==> config.mk <==
export PLATFORM = sky130hd
export DESIGN_NAME = expression_token_scanner
export DESIGN_NICKNAME = d
export VERILOG_FILES = /design/src/rtl/ets_pkg.sv /design/src/rtl/expression_token_scanner.sv
export SDC_FILE = /design/constraint.sdc
export NUM_CORES = 1
export LEC_CHECK = 0
export ABC_AREA = 1
export ABC_CLOCK_PERIOD_IN_PS = 5850
export BUFFER_PORTS_ARGS = -buffer_cell sky130_fd_sc_hd__buf_2
export CELL_PAD_IN_SITES_DETAIL_PLACEMENT = 0
export CELL_PAD_IN_SITES_GLOBAL_PLACEMENT = 1
export CORE_UTILIZATION = 47
export DETAILED_ROUTE_END_ITERATION = 7
export PLACE_DENSITY_LB_ADDON = 0.1
export SLEW_MARGIN = 20
export SYNTH_ARGS = -nofsm -noshare
export SYNTH_HDL_FRONTEND = slang
export SYNTH_SLANG_ARGS = --single-unit
==> constraint.sdc <==
create_clock -name clock -period 5.85 [get_ports clock]
set_input_delay 1.17 -clock clock [delete_from_list [all_inputs] [get_ports clock]]
set_output_delay 1.17 -clock clock [all_outputs]
set_load 0.01 [all_outputs]
==> src/rtl/ets_pkg.sv <==
// Shared types, constants and lookup functions for the expression token scanner.
`timescale 1ns / 1ps
package ets_pkg;

   localparam int LENGTH_BITS   = 8;
   localparam int POSITION_BITS = 32;
   localparam int KIND_BITS     = 5;
   localparam int CHAR_BITS     = 8;
   localparam int KW_BITS       = 5;

   localparam int RSP_BITS      = KIND_BITS + LENGTH_BITS + POSITION_BITS;
   localparam int RSP_DATA_BITS = ((RSP_BITS + 7) / 8) * 8;

   // Result queue: two entries must be free before an item is processed.
   localparam int RSP_DEPTH     = 4;
   localparam int RSP_PTR_BITS  = $clog2(RSP_DEPTH);
   localparam int RSP_CNT_BITS  = $clog2(RSP_DEPTH + 1);

   localparam logic [CHAR_BITS-1:0] CH_SPACE   = 8'h20;
   localparam logic [CHAR_BITS-1:0] CH_NEWLINE = 8'h0a;
   localparam logic [CHAR_BITS-1:0] CH_DOT     = 8'h2e;
   localparam logic [CHAR_BITS-1:0] CH_LT      = 8'h3c;
   localparam logic [CHAR_BITS-1:0] CH_GT      = 8'h3e;
   localparam logic [CHAR_BITS-1:0] CH_EQ      = 8'h3d;

   // Keyword trie nodes: NONE means no keyword prefix, ROOT is the empty prefix.
   localparam logic [KW_BITS-1:0] KW_NONE = 5'd0;
   localparam logic [KW_BITS-1:0] KW_ROOT = 5'd31;

   typedef enum logic [KIND_BITS-1:0] {
      TOK_NEWLINE = 5'd0,
      TOK_LPAREN  = 5'd1,
      TOK_RPAREN  = 5'd2,
      TOK_ASSIGN  = 5'd3,
      TOK_COMMA   = 5'd4,
      TOK_PLUS    = 5'd5,
      TOK_MINUS   = 5'd6,
      TOK_STAR    = 5'd7,
      TOK_SLASH   = 5'd8,
      TOK_PERCENT = 5'd9,
      TOK_CARET   = 5'd10,
      TOK_IF      = 5'd11,
      TOK_THEN    = 5'd12,
      TOK_ELSE    = 5'd13,
      TOK_OR      = 5'd14,
      TOK_AND     = 5'd15,
      TOK_NOT     = 5'd16,
      TOK_LT      = 5'd17,
      TOK_GT      = 5'd18,
      TOK_LE      = 5'd19,
      TOK_GE      = 5'd20,
      TOK_NE      = 5'd21,
      TOK_IDENT   = 5'd22,
      TOK_INT     = 5'd23,
      TOK_DOUBLE  = 5'd24,
      TOK_EOF     = 5'd25,
      TOK_ERROR   = 5'd26
   } kind_type;

   typedef enum logic [2:0] {
      MODE_IDLE    = 3'd0,
      MODE_NEWLINE = 3'd1,
      MODE_LT      = 3'd2,
      MODE_GT      = 3'd3,
      MODE_IDENT   = 3'd4,
      MODE_INT     = 3'd5,
      MODE_DEC     = 3'd6
   } mode_type;

   typedef struct packed {
      logic                     last;
      logic [POSITION_BITS-1:0] start;
      logic [LENGTH_BITS-1:0]   length;
      kind_type                 kind;
   } token_type;

   function automatic logic is_digit(input logic [CHAR_BITS-1:0] c);
      return (c >= 8'h30) && (c <= 8'h39);
   endfunction

   function automatic logic is_alpha(input logic [CHAR_BITS-1:0] c);
      return ((c >= 8'h61) && (c <= 8'h7a)) || ((c >= 8'h41) && (c <= 8'h5a));
   endfunction

   // One step down the keyword trie; falls to KW_NONE when no keyword fits.
   function automatic logic [KW_BITS-1:0] kw_next(input logic [KW_BITS-1:0] from,
                                                  input logic [CHAR_BITS-1:0] c);
      logic [KW_BITS-1:0] nxt;
      nxt = KW_NONE;
      case (from)
         KW_ROOT: begin
            case (c)
               "i":     nxt = 5'd1;
               "t":     nxt = 5'd3;
               "e":     nxt = 5'd7;
               "o":     nxt = 5'd11;
               "a":     nxt = 5'd13;
               "n":     nxt = 5'd16;
               default: nxt = KW_NONE;
            endcase
         end
         5'd1:    nxt = (c == "f") ? 5'd2  : KW_NONE;
         5'd3:    nxt = (c == "h") ? 5'd4  : KW_NONE;
         5'd4:    nxt = (c == "e") ? 5'd5  : KW_NONE;
         5'd5:    nxt = (c == "n") ? 5'd6  : KW_NONE;
         5'd7:    nxt = (c == "l") ? 5'd8  : KW_NONE;
         5'd8:    nxt = (c == "s") ? 5'd9  : KW_NONE;
         5'd9:    nxt = (c == "e") ? 5'd10 : KW_NONE;
         5'd11:   nxt = (c == "r") ? 5'd12 : KW_NONE;
         5'd13:   nxt = (c == "n") ? 5'd14 : KW_NONE;
         5'd14:   nxt = (c == "d") ? 5'd15 : KW_NONE;
         5'd16:   nxt = (c == "o") ? 5'd17 : KW_NONE;
         5'd17:   nxt = (c == "t") ? 5'd18 : KW_NONE;
         default: nxt = KW_NONE;
      endcase
      return nxt;
   endfunction

   // Kind of a finished identifier, given the trie node its text reached.
   function automatic kind_type kw_kind(input logic [KW_BITS-1:0] node);
      kind_type k;
      case (node)
         5'd2:    k = TOK_IF;
         5'd6:    k = TOK_THEN;
         5'd10:   k = TOK_ELSE;
         5'd12:   k = TOK_OR;
         5'd15:   k = TOK_AND;
         5'd18:   k = TOK_NOT;
         default: k = TOK_IDENT;
      endcase
      return k;
   endfunction

   // Single-character operators; hit is low for any other byte.
   function automatic logic op_lookup(input logic [CHAR_BITS-1:0] c, output kind_type k);
      logic hit;
      hit = 1'b1;
      case (c)
         "(":     k = TOK_LPAREN;
         ")":     k = TOK_RPAREN;
         "=":     k = TOK_ASSIGN;
         ",":     k = TOK_COMMA;
         "+":     k = TOK_PLUS;
         "-":     k = TOK_MINUS;
         "*":     k = TOK_STAR;
         "/":     k = TOK_SLASH;
         "%":     k = TOK_PERCENT;
         "^":     k = TOK_CARET;
         default: begin
            k   = TOK_ERROR;
            hit = 1'b0;
         end
      endcase
      return hit;
   endfunction

endpackage

==> src/rtl/expression_token_scanner.sv <==
// Top level of the expression token scanner: character stream in, token stream out.
//
// The block reads one character per req item and reports tokens of a small
// expression language on the rsp channel: kind, text length (saturating) and
// the stream position of the token's first character.  req_tuser high marks
// an end-of-text item: any pending token is flushed and an eof token follows.
// One item yields zero, one or two tokens; rsp_tlast is high on the last token
// an item produced; an item that extends a token, or that starts one or is a
// space while nothing is pending, produces nothing.
// Items pass through an input register and are classified from it, and the
// tokens go into a four-entry result queue that drives rsp.  An item is
// processed whenever the queue has two free entries, so req takes one item
// per cycle while the consumer keeps up; a sustained stream of items that
// each yield two tokens is held back by the single rsp port draining the
// queue.
// When rsp_tready is low the queue fills and req_tready drops once the
// registered item cannot be processed.  Synchronous reset empties the queue,
// drops the registered item and returns the scanner to idle at position zero.
`timescale 1ns / 1ps
module expression_token_scanner
   import ets_pkg::*;
(
   input  logic                     clock,
   input  logic                     reset,
   input  logic                     req_tvalid,
   output logic                     req_tready,
   input  logic [CHAR_BITS-1:0]     req_tdata,   // char_code
   input  logic                     req_tuser,   // end_of_input
   output logic                     rsp_tvalid,
   input  logic                     rsp_tready,
   output logic [RSP_DATA_BITS-1:0] rsp_tdata,   // token_kind, token_length, start_position
   output logic                     rsp_tlast    // last_of_run
);

   // Input register.
   logic                 in_valid_ff, in_valid_in;
   logic [CHAR_BITS-1:0] char_ff;
   logic                 eoi_ff;

   // Scanner state.
   mode_type                 mode_ff, mode_in;
   logic [KW_BITS-1:0]       kp_ff, kp_in;
   logic [LENGTH_BITS-1:0]   plen_ff, plen_in;
   logic [POSITION_BITS-1:0] pstart_ff, pstart_in;
   logic [POSITION_BITS-1:0] pos_ff, pos_in;

   // Result queue.
   token_type               queue_ff [RSP_DEPTH];
   logic [RSP_PTR_BITS-1:0] wr_ptr_ff, wr_ptr_in;
   logic [RSP_PTR_BITS-1:0] rd_ptr_ff, rd_ptr_in;
   logic [RSP_CNT_BITS-1:0] count_ff, count_in;

   logic      req_accept;
   logic      rsp_accept;
   logic      process;
   logic      used;
   logic      op_hit;
   kind_type  op_kind;
   token_type pend_tok;
   token_type f_tok, c_tok;
   logic      f_valid, c_valid;
   logic [1:0] push_cnt;
   logic [LENGTH_BITS-1:0] plen_grow;

   // An item is classified only when the queue can take both of its tokens.
   assign process    = in_valid_ff && (count_ff <= RSP_CNT_BITS'(RSP_DEPTH - 2));
   assign req_tready = !in_valid_ff || process;
   assign req_accept = req_tvalid && req_tready;
   assign rsp_tvalid = (count_ff != '0);
   assign rsp_accept = rsp_tvalid && rsp_tready;

   assign in_valid_in = req_accept ? 1'b1 : (process ? 1'b0 : in_valid_ff);

   always_ff @(posedge clock) begin
      if (reset) begin
         in_valid_ff <= 1'b0;
      end else begin
         in_valid_ff <= in_valid_in;
      end
      if (req_accept) begin
         char_ff <= req_tdata;
         eoi_ff  <= req_tuser;
      end
   end

   // The token that a flush would emit for the current scan state.
   always_comb begin
      pend_tok.last   = 1'b0;
      pend_tok.start  = pstart_ff;
      pend_tok.length = plen_ff;
      case (mode_ff)
         MODE_NEWLINE: pend_tok.kind = TOK_NEWLINE;
         MODE_LT:      pend_tok.kind = TOK_LT;
         MODE_GT:      pend_tok.kind = TOK_GT;
         MODE_IDENT:   pend_tok.kind = kw_kind(kp_ff);
         MODE_INT:     pend_tok.kind = TOK_INT;
         default:      pend_tok.kind = TOK_DOUBLE;
      endcase
   end

   assign plen_grow = (plen_ff == '1) ? plen_ff : plen_ff + LENGTH_BITS'(1);

   // Classification: f_tok is a flushed pending token, c_tok the token that
   // the character itself produces (or eof).  f_tok always comes first.
   always_comb begin
      mode_in   = mode_ff;
      kp_in     = kp_ff;
      plen_in   = plen_ff;
      pstart_in = pstart_ff;
      pos_in    = pos_ff;
      used      = 1'b0;
      f_valid   = 1'b0;
      f_tok     = pend_tok;
      c_valid   = 1'b0;
      c_tok     = '{last: 1'b1, start: pos_ff, length: '0, kind: TOK_EOF};
      op_hit    = op_lookup(char_ff, op_kind);

      if (process) begin
         if (eoi_ff) begin
            // End of text: flush, then eof at the current position.
            f_valid = (mode_ff != MODE_IDLE);
            mode_in = MODE_IDLE;
            kp_in   = KW_NONE;
            plen_in = '0;
            c_valid = 1'b1;
         end else begin
            case (mode_ff)
               MODE_NEWLINE: begin
                  used = (char_ff == CH_NEWLINE);
               end
               MODE_LT, MODE_GT: begin
                  if ((char_ff == CH_EQ) || ((mode_ff == MODE_LT) && (char_ff == CH_GT))) begin
                     used         = 1'b1;
                     c_valid      = 1'b1;
                     c_tok.start  = pstart_ff;
                     c_tok.length = LENGTH_BITS'(2);
                     if (mode_ff == MODE_GT) begin
                        c_tok.kind = TOK_GE;
                     end else if (char_ff == CH_EQ) begin
                        c_tok.kind = TOK_LE;
                     end else begin
                        c_tok.kind = TOK_NE;
                     end
                     mode_in = MODE_IDLE;
                     plen_in = '0;
                  end
               end
               MODE_IDENT: begin
                  if (is_alpha(char_ff) || is_digit(char_ff)) begin
                     used    = 1'b1;
                     kp_in   = kw_next(kp_ff, char_ff);
                     plen_in = plen_grow;
                  end
               end
               MODE_INT: begin
                  if (is_digit(char_ff) || (char_ff == CH_DOT)) begin
                     used    = 1'b1;
                     plen_in = plen_grow;
                     if (char_ff == CH_DOT) begin
                        mode_in = MODE_DEC;
                     end
                  end
               end
               MODE_DEC: begin
                  if (is_digit(char_ff)) begin
                     used    = 1'b1;
                     plen_in = plen_grow;
                  end
               end
               default: begin
                  used = 1'b0;
               end
            endcase

            if (!used) begin
               // The character ends whatever was pending and starts afresh.
               f_valid = (mode_ff != MODE_IDLE);
               mode_in = MODE_IDLE;
               kp_in   = KW_NONE;
               plen_in = '0;
               if (char_ff == CH_SPACE) begin
                  mode_in = MODE_IDLE;
               end else if (char_ff == CH_NEWLINE) begin
                  mode_in   = MODE_NEWLINE;
                  pstart_in = pos_ff;
               end else if (op_hit) begin
                  c_valid      = 1'b1;
                  c_tok.kind   = op_kind;
                  c_tok.length = LENGTH_BITS'(1);
               end else if ((char_ff == CH_LT) || (char_ff == CH_GT) ||
                            is_alpha(char_ff) || is_digit(char_ff)) begin
                  if (char_ff == CH_LT) begin
                     mode_in = MODE_LT;
                  end else if (char_ff == CH_GT) begin
                     mode_in = MODE_GT;
                  end else if (is_alpha(char_ff)) begin
                     mode_in = MODE_IDENT;
                     kp_in   = kw_next(KW_ROOT, char_ff);
                  end else begin
                     mode_in = MODE_INT;
                  end
                  pstart_in = pos_ff;
                  plen_in   = LENGTH_BITS'(1);
               end else begin
                  c_valid      = 1'b1;
                  c_tok.kind   = TOK_ERROR;
                  c_tok.length = LENGTH_BITS'(1);
               end
            end
            pos_in = pos_ff + POSITION_BITS'(1);
         end
      end
      f_tok.last = !c_valid;
   end

   always_ff @(posedge clock) begin
      if (reset) begin
         mode_ff   <= MODE_IDLE;
         kp_ff     <= KW_NONE;
         plen_ff   <= '0;
         pstart_ff <= '0;
         pos_ff    <= '0;
      end else begin
         mode_ff   <= mode_in;
         kp_ff     <= kp_in;
         plen_ff   <= plen_in;
         pstart_ff <= pstart_in;
         pos_ff    <= pos_in;
      end
   end

   // Result queue bookkeeping.
   assign push_cnt  = {1'b0, f_valid} + {1'b0, c_valid};
   assign wr_ptr_in = wr_ptr_ff + RSP_PTR_BITS'(push_cnt);
   assign rd_ptr_in = rd_ptr_ff + RSP_PTR_BITS'(rsp_accept);
   assign count_in  = count_ff + RSP_CNT_BITS'(push_cnt) - RSP_CNT_BITS'(rsp_accept);

   always_ff @(posedge clock) begin
      if (reset) begin
         wr_ptr_ff <= '0;
         rd_ptr_ff <= '0;
         count_ff  <= '0;
      end else begin
         wr_ptr_ff <= wr_ptr_in;
         rd_ptr_ff <= rd_ptr_in;
         count_ff  <= count_in;
      end
      if (f_valid) begin
         queue_ff[wr_ptr_ff] <= f_tok;
      end
      if (c_valid) begin
         queue_ff[wr_ptr_ff + RSP_PTR_BITS'(f_valid)] <= c_tok;
      end
   end

   assign rsp_tdata = RSP_DATA_BITS'({queue_ff[rd_ptr_ff].start,
                                      queue_ff[rd_ptr_ff].length,
                                      queue_ff[rd_ptr_ff].kind});
   assign rsp_tlast = queue_ff[rd_ptr_ff].last;

   // The queue never holds more tokens than it has entries.
   assert property (@(posedge clock) disable iff (reset)
                    count_ff <= RSP_CNT_BITS'(RSP_DEPTH))
      else $error("result queue overflow");

   // End of text always produces a token and leaves the scanner idle.
   assert property (@(posedge clock) disable iff (reset)
                    (process && eoi_ff) |-> (c_valid && (mode_in == MODE_IDLE)))
      else $error("end of text did not emit eof");

   // Keyword progress is only tracked inside an identifier.
   assert property (@(posedge clock) disable iff (reset)
                    (mode_ff != MODE_IDENT) |-> (kp_ff == KW_NONE))
      else $error("keyword progress outside identifier");

   // A pending token with text always has a nonzero length.
   assert property (@(posedge clock) disable iff (reset)
                    ((mode_ff != MODE_IDLE) && (mode_ff != MODE_NEWLINE)) |-> (plen_ff != '0))
      else $error("pending token without length");

endmodule
==> results of run 1 <==
logic make-up (layout without fill, tap and decap cells):
logic type	count (synthesis)	count (layout)
AO/OA/AOI/OAI	302	302
AND/OR/NAND/NOR	1189	1189
adder cells (fa/ha/maj)	11	11
other	1	3
buffers and inverters	295	316
flip-flops	281	281
XOR/XNOR	20	20
layer usage:
layer,vias up,global-route usage (%)
li1,6929,-
met5,-,0
met1,6651,38.5
met2,490,46.2
met3,73,3.23
met4,0,7.47
area by class of cell:
class                           count  area [µm²]
Clock buffer                       40         840
Tap cell                          442         553
Clock inverter                     18         183
Inverter                          175         657
Sequential cell                   281        7280
Multi-Input combinational cell   1525        6990
Fill cell                        3264       15500
Timing Repair Buffer               83         543
metrics by stage:
step / area (µm²) / utilization [%]
4_1_cts: 17000 / 52.3
6_report: 17000 / 52.4
2_1_floorplan: 15600 / -
3_5_place_dp: 16000 / 49.2
5_1_grt: 17000 / 52.4
3_3_place_gp: 16000 / 49.2
synthesized netlist by cell type (all sizes together):
library cell  number  area [µm²]
o22ai             40         250
fa                 1        20.0
clkbuf            48         180
and3               1        6.26
buf               72         472
conb               1        3.75
a31o               1        8.76
nor3b              2        15.0
a21oi             61         305
ha                10         125
nor4               6        37.5
nand4             25         188
inv              171         642
nand2            586        2250
clkinv             4        15.0
nor2             299        1160
o21bai             1        7.51
nand3b             2        15.0
xor2              16         140
o21ai            192         961
dfxtp            116        2320
a211oi             1        7.51
a221oi             1        8.76
xnor2              4        35.0
edfxtp           165        4950
nand3            227        1180
o2111ai            1        8.76
nor3              38         190
and2               2        12.5
a31oi              1        6.26
or2                1        6.26
a21boi             3        22.5
power by group:
| group | switching (W) | internal [W] |
|---|---|---|
| combinational | 0.00120 | 0.000522 |
| sequential | 0.000149 | 0.00236 |
| clock | 0.000829 | 0.00115 |
critical path: cells and delay by family, from the launching register on:
family | cells | cell delay (ns)
AND/OR/NAND/NOR | 14 | 2.35
buffers and inverters | 4 | 1.16
flip-flops | 1 | 0.41
adder cells (fa/ha/maj) | 1 | 0.31
flip-flops by register name, summed over array words and instances, names as in the netlist, 3 cells and up:
name	flops
queue_ff	184
mode_ff	3
kp_ff	5
pos_ff	32
plen_ff	8
pstart_ff	32
char_ff	8
count_ff	3
path summary, 6_finish.rpt:
check	from	end	slack, ns	cells after the start
min	queue_ff[1][45]	queue_ff[1][45]	0.48	2
min reg2reg	queue_ff[1][45]	queue_ff[1][45]	0.48	2
max	char_ff[7]	queue_ff[1][22]	1.44	19
max reg2reg	char_ff[7]	queue_ff[1][22]	1.44	19
==> results.yml, run 1 <==
timing:
  setup_viol_count_final: 0
  hold_ws_ns: 0.475
  finalHoldViolCount: 0
  clock.fmax_mhz: 227
  skew_ns: 0.0124
  finalMaxSlewViolations: 0
  worstMarginPinSlew_ns: 1.04
  layout_setup_ws_ns: 1.44
  finalCritPeriodShare_pct: 75.3
  rsz0062_at_grt: "no"
  min_period_ns: 4.41
  relSlewSlack_pct: 30.5
  tns_ns: 0
clocking:
  clk_pin_slew_ns: 0.06
  cts_tree: "done"
  clk_path_buf_depth: 3
  clock_latency_ns: 0.59
  htree_levels: 1
  cts-resized-gates: 0
  postCtsHoldBufs: 0
  numCtsBuffers: 31
  cts_root_buf: "clkbuf_16"
  cts_setup_buffers: 0
  cts.sinks: 281
pwr:
  total_power_w: 0.00621
  vdd_drop_max_v: 0.000308
  p_leak_nw: 7.37
  p_per_area_nw_per_um2: 364
worst_setup_path:
  path_cells: "inv_1 -> nand2_1 -> nor2_1 -> nand2_1 -> nand2_2 -> nand2_4 -> nand2_4 -> nand2_4 -> nand3_4 -> nand2_4 -> nand3_1 -> inv_1 -> ha_1 -> inv_1 -> nor2_1 -> nand3_2 -> inv_2 -> nand2_1 -> nand2_1"
  start_kind: "flip-flop"
  crit_required_ns: 6.29
  path_max_fanout: 39
  critPathMaxStageDelay_ns: 0.94
  critPathKind: "reg2reg"
  arrival_ns: 4.85
  cp_slowest_cell: "inv_2"
  worstSetupEndpointType: "flip-flop"
drt:
  drtPass1Iterations: 5
  vias_per_cell: 5.52
  met1_length_um: 21300
  wl_per_cell_um: 18.3
  top_layer: "met4"
  met2_length_um: 21700
  drt_iter0_markers: 1057
  drc: 0
  ant_nets: 0
  wl_um: 46900
  wl_met3_um: 2930
  vias: 14100
floorplan:
  dieArea_um2: 33800
  core.rowCount: 66
  die-width_um: 184
  die_h_um: 184
  start_util_pct: 47.8
  ios: 64
  coreArea_um2: 32500
placed_design:
  dpl.hpwl_um: 30200
  place.gp.congestion: 0.885
  dp_worst_setup_slack_ns: 1.53
  io_buffers: 60
  placed_cells: 2505
global_route:
  grt.overflow.total: 0
  track_usage_pct: 27.9
  grt_pass1_vias: 13400
  grt_antenna_before_repair: 0
  grt_max_degree: 88
  grt_first_pass_wirelength_um: 73400
cells_and_area:
  layout_common_cells: "nand2_1 (573), nor2_1 (294), nand3_1 (220)"
  fin_cells: 2564
  layout_commonest_cell: "nand2_1"
  final_nets: 2121
  area_growth_pct: 9.60
  num_antenna_cells: 0
  drive_gt1_share_pct: 8.53
logic_synthesis:
  synth_compound_area_share_pct: 10.2
  yosys.area_share.simple_pct: 32.5
  synth_top_family_by_area: "simple AND/OR/NAND/NOR gates"
  syn_area_um2: 15500
  synth.area.mux_share_pct: 0
  synthAdderAreaFrac_pct: 0.933
  syn_inst: 2099
  syn-mean-instance-area_um2: 7.41
  ys_seq_elements: 281
  synth.distinct_cells: 45
  ys_warn_count: 0
  synth_xor_area_share_pct: 1.13
  yosysSeqAreaShare_pct: 46.8
outcome:
  outcome: "completed"
job:
  maxCapViolCount: 0
worst_hold_path:
  hold_path_class: "reg2reg"
Note: power is estimated with default switching activity, not from simulation.
==> run 2: changes to the inputs <==
- ABC_CLOCK_PERIOD_IN_PS: 5850 -> 4200
- CORE_UTILIZATION: 47 -> 46
- clock period: 5.85 -> 4.2 ns (I/O delays scaled with it)
==> run 2 against run 1 <==
Net effect: combinational power is 45% higher; sequential share of layout area is 0.62 points lower; wire length is 2.9% higher; via count is 0.62% higher; total power is 42% higher; critical path type unchanged; critical endpoint is now queue_ff[2][21]; highest routed layer unchanged.
==> results.yml, run 2 (synthesized netlist as in run 1, its figures left out) <==
outcome:
  outcome: "completed"
placed_design:
  dpl.hpwl_um: 31300
  io_buffers: 60
  dp_worst_setup_slack_ns: 0.566
  place.gp.congestion: 0.906
  placed_cell_area_um2: 16200
worst_setup_path:
  path_cells: "inv_2 -> nand2_1 -> nor2_1 -> nand3_1 -> nand2_1 -> a21oi_1 -> nand3_4 -> nand2_4 -> nand3_1 -> inv_1 -> ha_1 -> or2_2 -> nand2_1 -> inv_1 -> nor2_1 -> nand3_2 -> buf_4 -> inv_2 -> buf_4 -> nand2_1 -> nand2_1"
  worst_r2r_startpoint: "char_ff[6]"
  path_max_fanout: 29
  r2r_cells: 21
  critPathMostFrequentCell: "nand2_1"
  critPathMaxStageDelay_ns: 0.42
  arrival_ns: 4.03
  worstSetupEndpointType: "flip-flop"
  crit_required_ns: 4.58
  reg2reg_setup_slack_ns: 0.56
  critPathKind: "reg2reg"
  start_kind: "flip-flop"
  cp_slowest_cell: "edfxtp_1"
  r2r-end: "queue_ff[2][21]"
timing:
  finalHoldViolCount: 0
  relSlewSlack_pct: 45.3
  rsz0062_at_grt: "no"
  finalCritPeriodShare_pct: 86.7
  clock.fmax_mhz: 275
  finalMaxSlewViolations: 0
  hold_ws_ns: 0.467
  skew_ns: 0.0184
  setup_viol_count_final: 0
  worstMarginPinSlew_ns: 0.821
  min_period_ns: 3.64
  layout_setup_ws_ns: 0.558
  tns_ns: 0
worst_hold_path:
  hold_path_class: "reg2reg"
  hold_end: "queue_ff[1][45]"
  hp-start: "queue_ff[1][45]"
  min_path_cells: 2
cells_and_area:
  final_nets: 2147
  reg_top3: "queue_ff x184, pos_ff x32, pstart_ff x32"
  layout_commonest_cell: "nand2_1"
  largest_reg_flops: 184
  drive_gt1_share_pct: 9.40
  design_area_um2: 17300
  area_growth_pct: 11.2
  fin_util_pct: 52.6
  layout_common_cells: "nand2_1 (573), nor2_1 (294), nand3_1 (220)"
  fill_cells: 3215
  regMostFlops: "queue_ff"
  num_antenna_cells: 0
clocking:
  clk_pin_slew_ns: 0.06
  cts-resized-gates: 0
  clk_path_buf_depth: 3
  cts_setup_buffers: 0
  cts_root_buf: "clkbuf_16"
  htree_levels: 2
  postCtsHoldBufs: 0
  clock_latency_ns: 0.52
  cts.sinks: 281
  numCtsBuffers: 34
  cts_tree: "done"
drt:
  drt_iter0_markers: 1092
  drtPass1Iterations: 7
  drc: 0
  wl_per_cell_um: 18.6
  vias_per_cell: 5.49
  wl_um: 48300
  vias: 14200
  ant_nets: 0
floorplan:
  die_h_um: 186
  die-width_um: 186
  start_util_pct: 47.3
  ios: 64
  core.rowCount: 66
  coreArea_um2: 32900
  dieArea_um2: 34500
pwr:
  switching_power_w: 0.00311
  pwr-share-comb_pct: 28.4
  swShare_pct: 35.3
  p_per_area_nw_per_um2: 509
  p_leak_nw: 7.50
  clkPwrFrac_pct: 31.8
  vdd_drop_max_v: 0.000266
  power_frac_seq_pct: 39.8
  p_int_w: 0.00570
job:
  maxCapViolCount: 0
global_route:
  grt_antenna_before_repair: 1
  track_usage_pct: 28.4
  grt.overflow.total: 0
  grt_max_degree: 54
  grt_first_pass_wirelength_um: 75200
  grt_pass1_vias: 13500
[run 2: layout make-up]
type | count | area, µm² | area share [%]
sequential | 281 | 7280 | 42.1
multi-input combinational | 1525 | 6990 | 40.4
clock buffer | 54 | 986 | 5.70
timing repair buffer | 106 | 771 | 4.46
inverter | 175 | 657 | 3.80
tap | 442 | 553 | 3.20
clock inverter | 8 | 61.3 | 0.355
[run 2: metal layers]
layer | routed length (µm) | GRT usage, %
met5 | 0 | 0
met4 | 1440 | 10.3
met1 | 21700 | 38.3
met2 | 22100 | 46.0
met3 | 3080 | 4.34
[run 2: critical path, delay by kind of cell, from the launching register on]
kind            cells  cell delay (ns)
fa+ha+maj           1             0.18
buf+inv             6             0.95
compound gates      1             0.12
flops               1             0.42
simple gates       13             1.81
[run 2: through the flow]
stage	power, W	instances
finish	0.00881	2591
global route	0.00930	2591
CTS	0.00886	2591
detailed placement	0.00606	2529
global placement	0.00602	2529
floorplan	0.00510	2101
[run 2: worst max-delay path by stage]
stage	startpoint	end	slack, ns	cells after the start
after CTS	char_ff[6]	count_ff[2]	0.55	22
final	char_ff[6]	queue_ff[2][21]	0.56	21
after global placement	char_ff[7]	count_ff[2]	0.69	22
after detailed placement	char_ff[7]	count_ff[2]	0.57	22
after global routing	char_ff[7]	count_ff[2]	0.24	22
after floorplan	char_ff[6]	queue_ff[3][0]	0.32	21
[run 2: power groups by stage]
stage / registers (W) / logic, W / clock network [W]
2_1_floorplan: 0.00349 / 0.00161 / 0
3_3_place_gp: 0.00355 / 0.00247 / 0
3_5_place_dp: 0.00356 / 0.00250 / 0
4_1_cts: 0.00350 / 0.00251 / 0.00285
5_1_grt: 0.00355 / 0.00279 / 0.00296
6_report: 0.00351 / 0.00250 / 0.00280
==> run 3: changes to the inputs <==
- BUFFER_PORTS_ARGS: -buffer_cell sky130_fd_sc_hd__buf_2 -> default
- CORE_UTILIZATION: 46 -> 47
- DONT_BUFFER_PORTS: default -> 1
==> run 3 against run 2 <==
Net effect: fmax fell by 4.3%; final cell count fell by 2.8%; sequential power barely moved; die area fell by 2.1%; global-route usage fell by 0.53 points; core utilization fell by 0.81 points; design area fell by 2.5%; total power fell by 3.9%; highest routed layer unchanged.
==> results.yml, run 3 (synthesized netlist as in run 1, its figures left out) <==
clocking:
  clock_latency_ns: 0.59
  cts_root_buf: "clkbuf_16"
  cts_tree: "done"
  clk_pin_slew_ns: 0.06
  postCtsHoldBufs: 0
  numCtsBuffers: 31
  clk_path_buf_depth: 3
  cts-resized-gates: 0
  htree_levels: 1
  cts.sinks: 281
  cts_setup_buffers: 0
timing:
  tns_ns: 0
  min_period_ns: 3.81
  skew_ns: 0.0268
  finalHoldViolCount: 0
  finalCritPeriodShare_pct: 90.6
  worstMarginPinSlew_ns: 0.976
  setup_viol_count_final: 0
  rsz0062_at_grt: "no"
  finalMaxSlewViolations: 0
  layout_setup_ws_ns: 0.393
  clock.fmax_mhz: 263
  relSlewSlack_pct: 35.0
pwr:
  vdd_drop_max_v: 0.000470
  p_per_area_nw_per_um2: 502
  p_leak_nw: 7.20
cells_and_area:
  drive_gt1_share_pct: 6.50
  num_antenna_cells: 0
  layout_commonest_cell: "nand2_1"
  layout_common_cells: "nand2_1 (573), nor2_1 (294), nand3_1 (220)"
  area_growth_pct: 8.41
  fin_util_pct: 51.8
  largest_reg_flops: 184
  fin_cells: 2519
  fill_cells: 3241
  reg_top3: "queue_ff x184, pos_ff x32, pstart_ff x32"
  final_nets: 2076
  regMostFlops: "queue_ff"
global_route:
  grt_pass1_vias: 13600
  grt.overflow.total: 0
  met3_usage_pct: 3.25
  track_usage_pct: 27.9
  grt-busiest-layer: "met2"
  grt_first_pass_wirelength_um: 74000
  grt_max_degree: 88
  use_met2_pct: 46.7
  use_met1_pct: 37.6
  grt_antenna_before_repair: 0
worst_setup_path:
  crit_required_ns: 4.71
  start_kind: "flip-flop"
  critPathKind: "reg2reg"
  worstSetupEndpointType: "flip-flop"
  arrival_ns: 4.32
  path_max_fanout: 9
drt:
  drc: 0
  vias: 14000
  wl_um: 46200
  drt_iter0_markers: 1069
  drtPass1Iterations: 8
  wl_per_cell_um: 18.3
  vias_per_cell: 5.55
  ant_nets: 0
placed_design:
  place.gp.congestion: 0.915
  io_buffers: 0
  placed_cells: 2461
  dp_worst_setup_slack_ns: 0.445
  dpl.hpwl_um: 29900
floorplan:
  dieArea_um2: 33800
  core.rowCount: 66
  die_h_um: 184
  start_util_pct: 47.8
  die-width_um: 184
  coreArea_um2: 32500
  ios: 64
worst_hold_path:
  hold_path_class: "in2reg"
job:
  maxCapViolCount: 0
outcome:
  outcome: "completed"
-- run 3: metal layers --
| metal | wire [µm] | part of all wire [%] |
|---|---|---|
| met2 | 21300 | 46 |
| met4 | 1280 | 2.8 |
| met1 | 20500 | 44 |
| met5 | 0 | 0 |
| met3 | 3120 | 6.8 |
-- run 3: power breakdown --
group	switching (W)	internal (W)	leakage, nW
logic	0.00161	0.000576	4.25
registers	0.000205	0.00329	2.44
clock network	0.00116	0.00163	0.505
total	0.00297	0.00549	7.20
-- run 3: layout make-up --
cell class                 count  area, µm²  area share, %
multi-input combinational   1525       6990           41.5
clock buffer                  39        816           4.84
clock inverter                19        215           1.28
timing repair buffer          38        348           2.06
sequential                   281       7280           43.2
tap                          442        553           3.28
inverter                     175        658           3.90
-- run 3: stage by stage --
stage                     power [W]  hold slack (ns)  area, µm²
after floorplan             0.00510            0.437      15600
after global placement      0.00570            0.449      15800
after detailed placement    0.00573            0.454      15800
after CTS                   0.00852            0.299      16900
after global routing        0.00892            0.308      16900
final                       0.00847            0.334      16900
-- run 3: worst paths after layout --
check,slack (ns),endpoint,from,cells after the start
worst max-delay path,0.39,count_ff[2],char_ff[7],22
worst min register to register,0.47,queue_ff[1][45],queue_ff[1][45],2
worst min-delay path,0.33,pos_ff[6],reset,1
worst max register to register,0.39,count_ff[2],char_ff[7],22
-- run 3: critical path: stages (launching register included) --
cell and delay (ns):
edfxtp_1 0.41, inv_1 0.09, nand2_1 0.11, nor2_1 0.27, nand3_1 0.18, nand2_1 0.18
nand2_2 0.19, nand3_2 0.20, nor2_8 0.08, nand2_2 0.08, nand2_4 0.08, nand2_1 0.21
inv_1 0.07, ha_1 0.35, inv_1 0.06, ha_1 0.29, inv_1 0.06, ha_1 0.13
inv_1 0.05, fa_1 0.37, xor2_1 0.18, inv_1 0.06, nor2_1 0.08
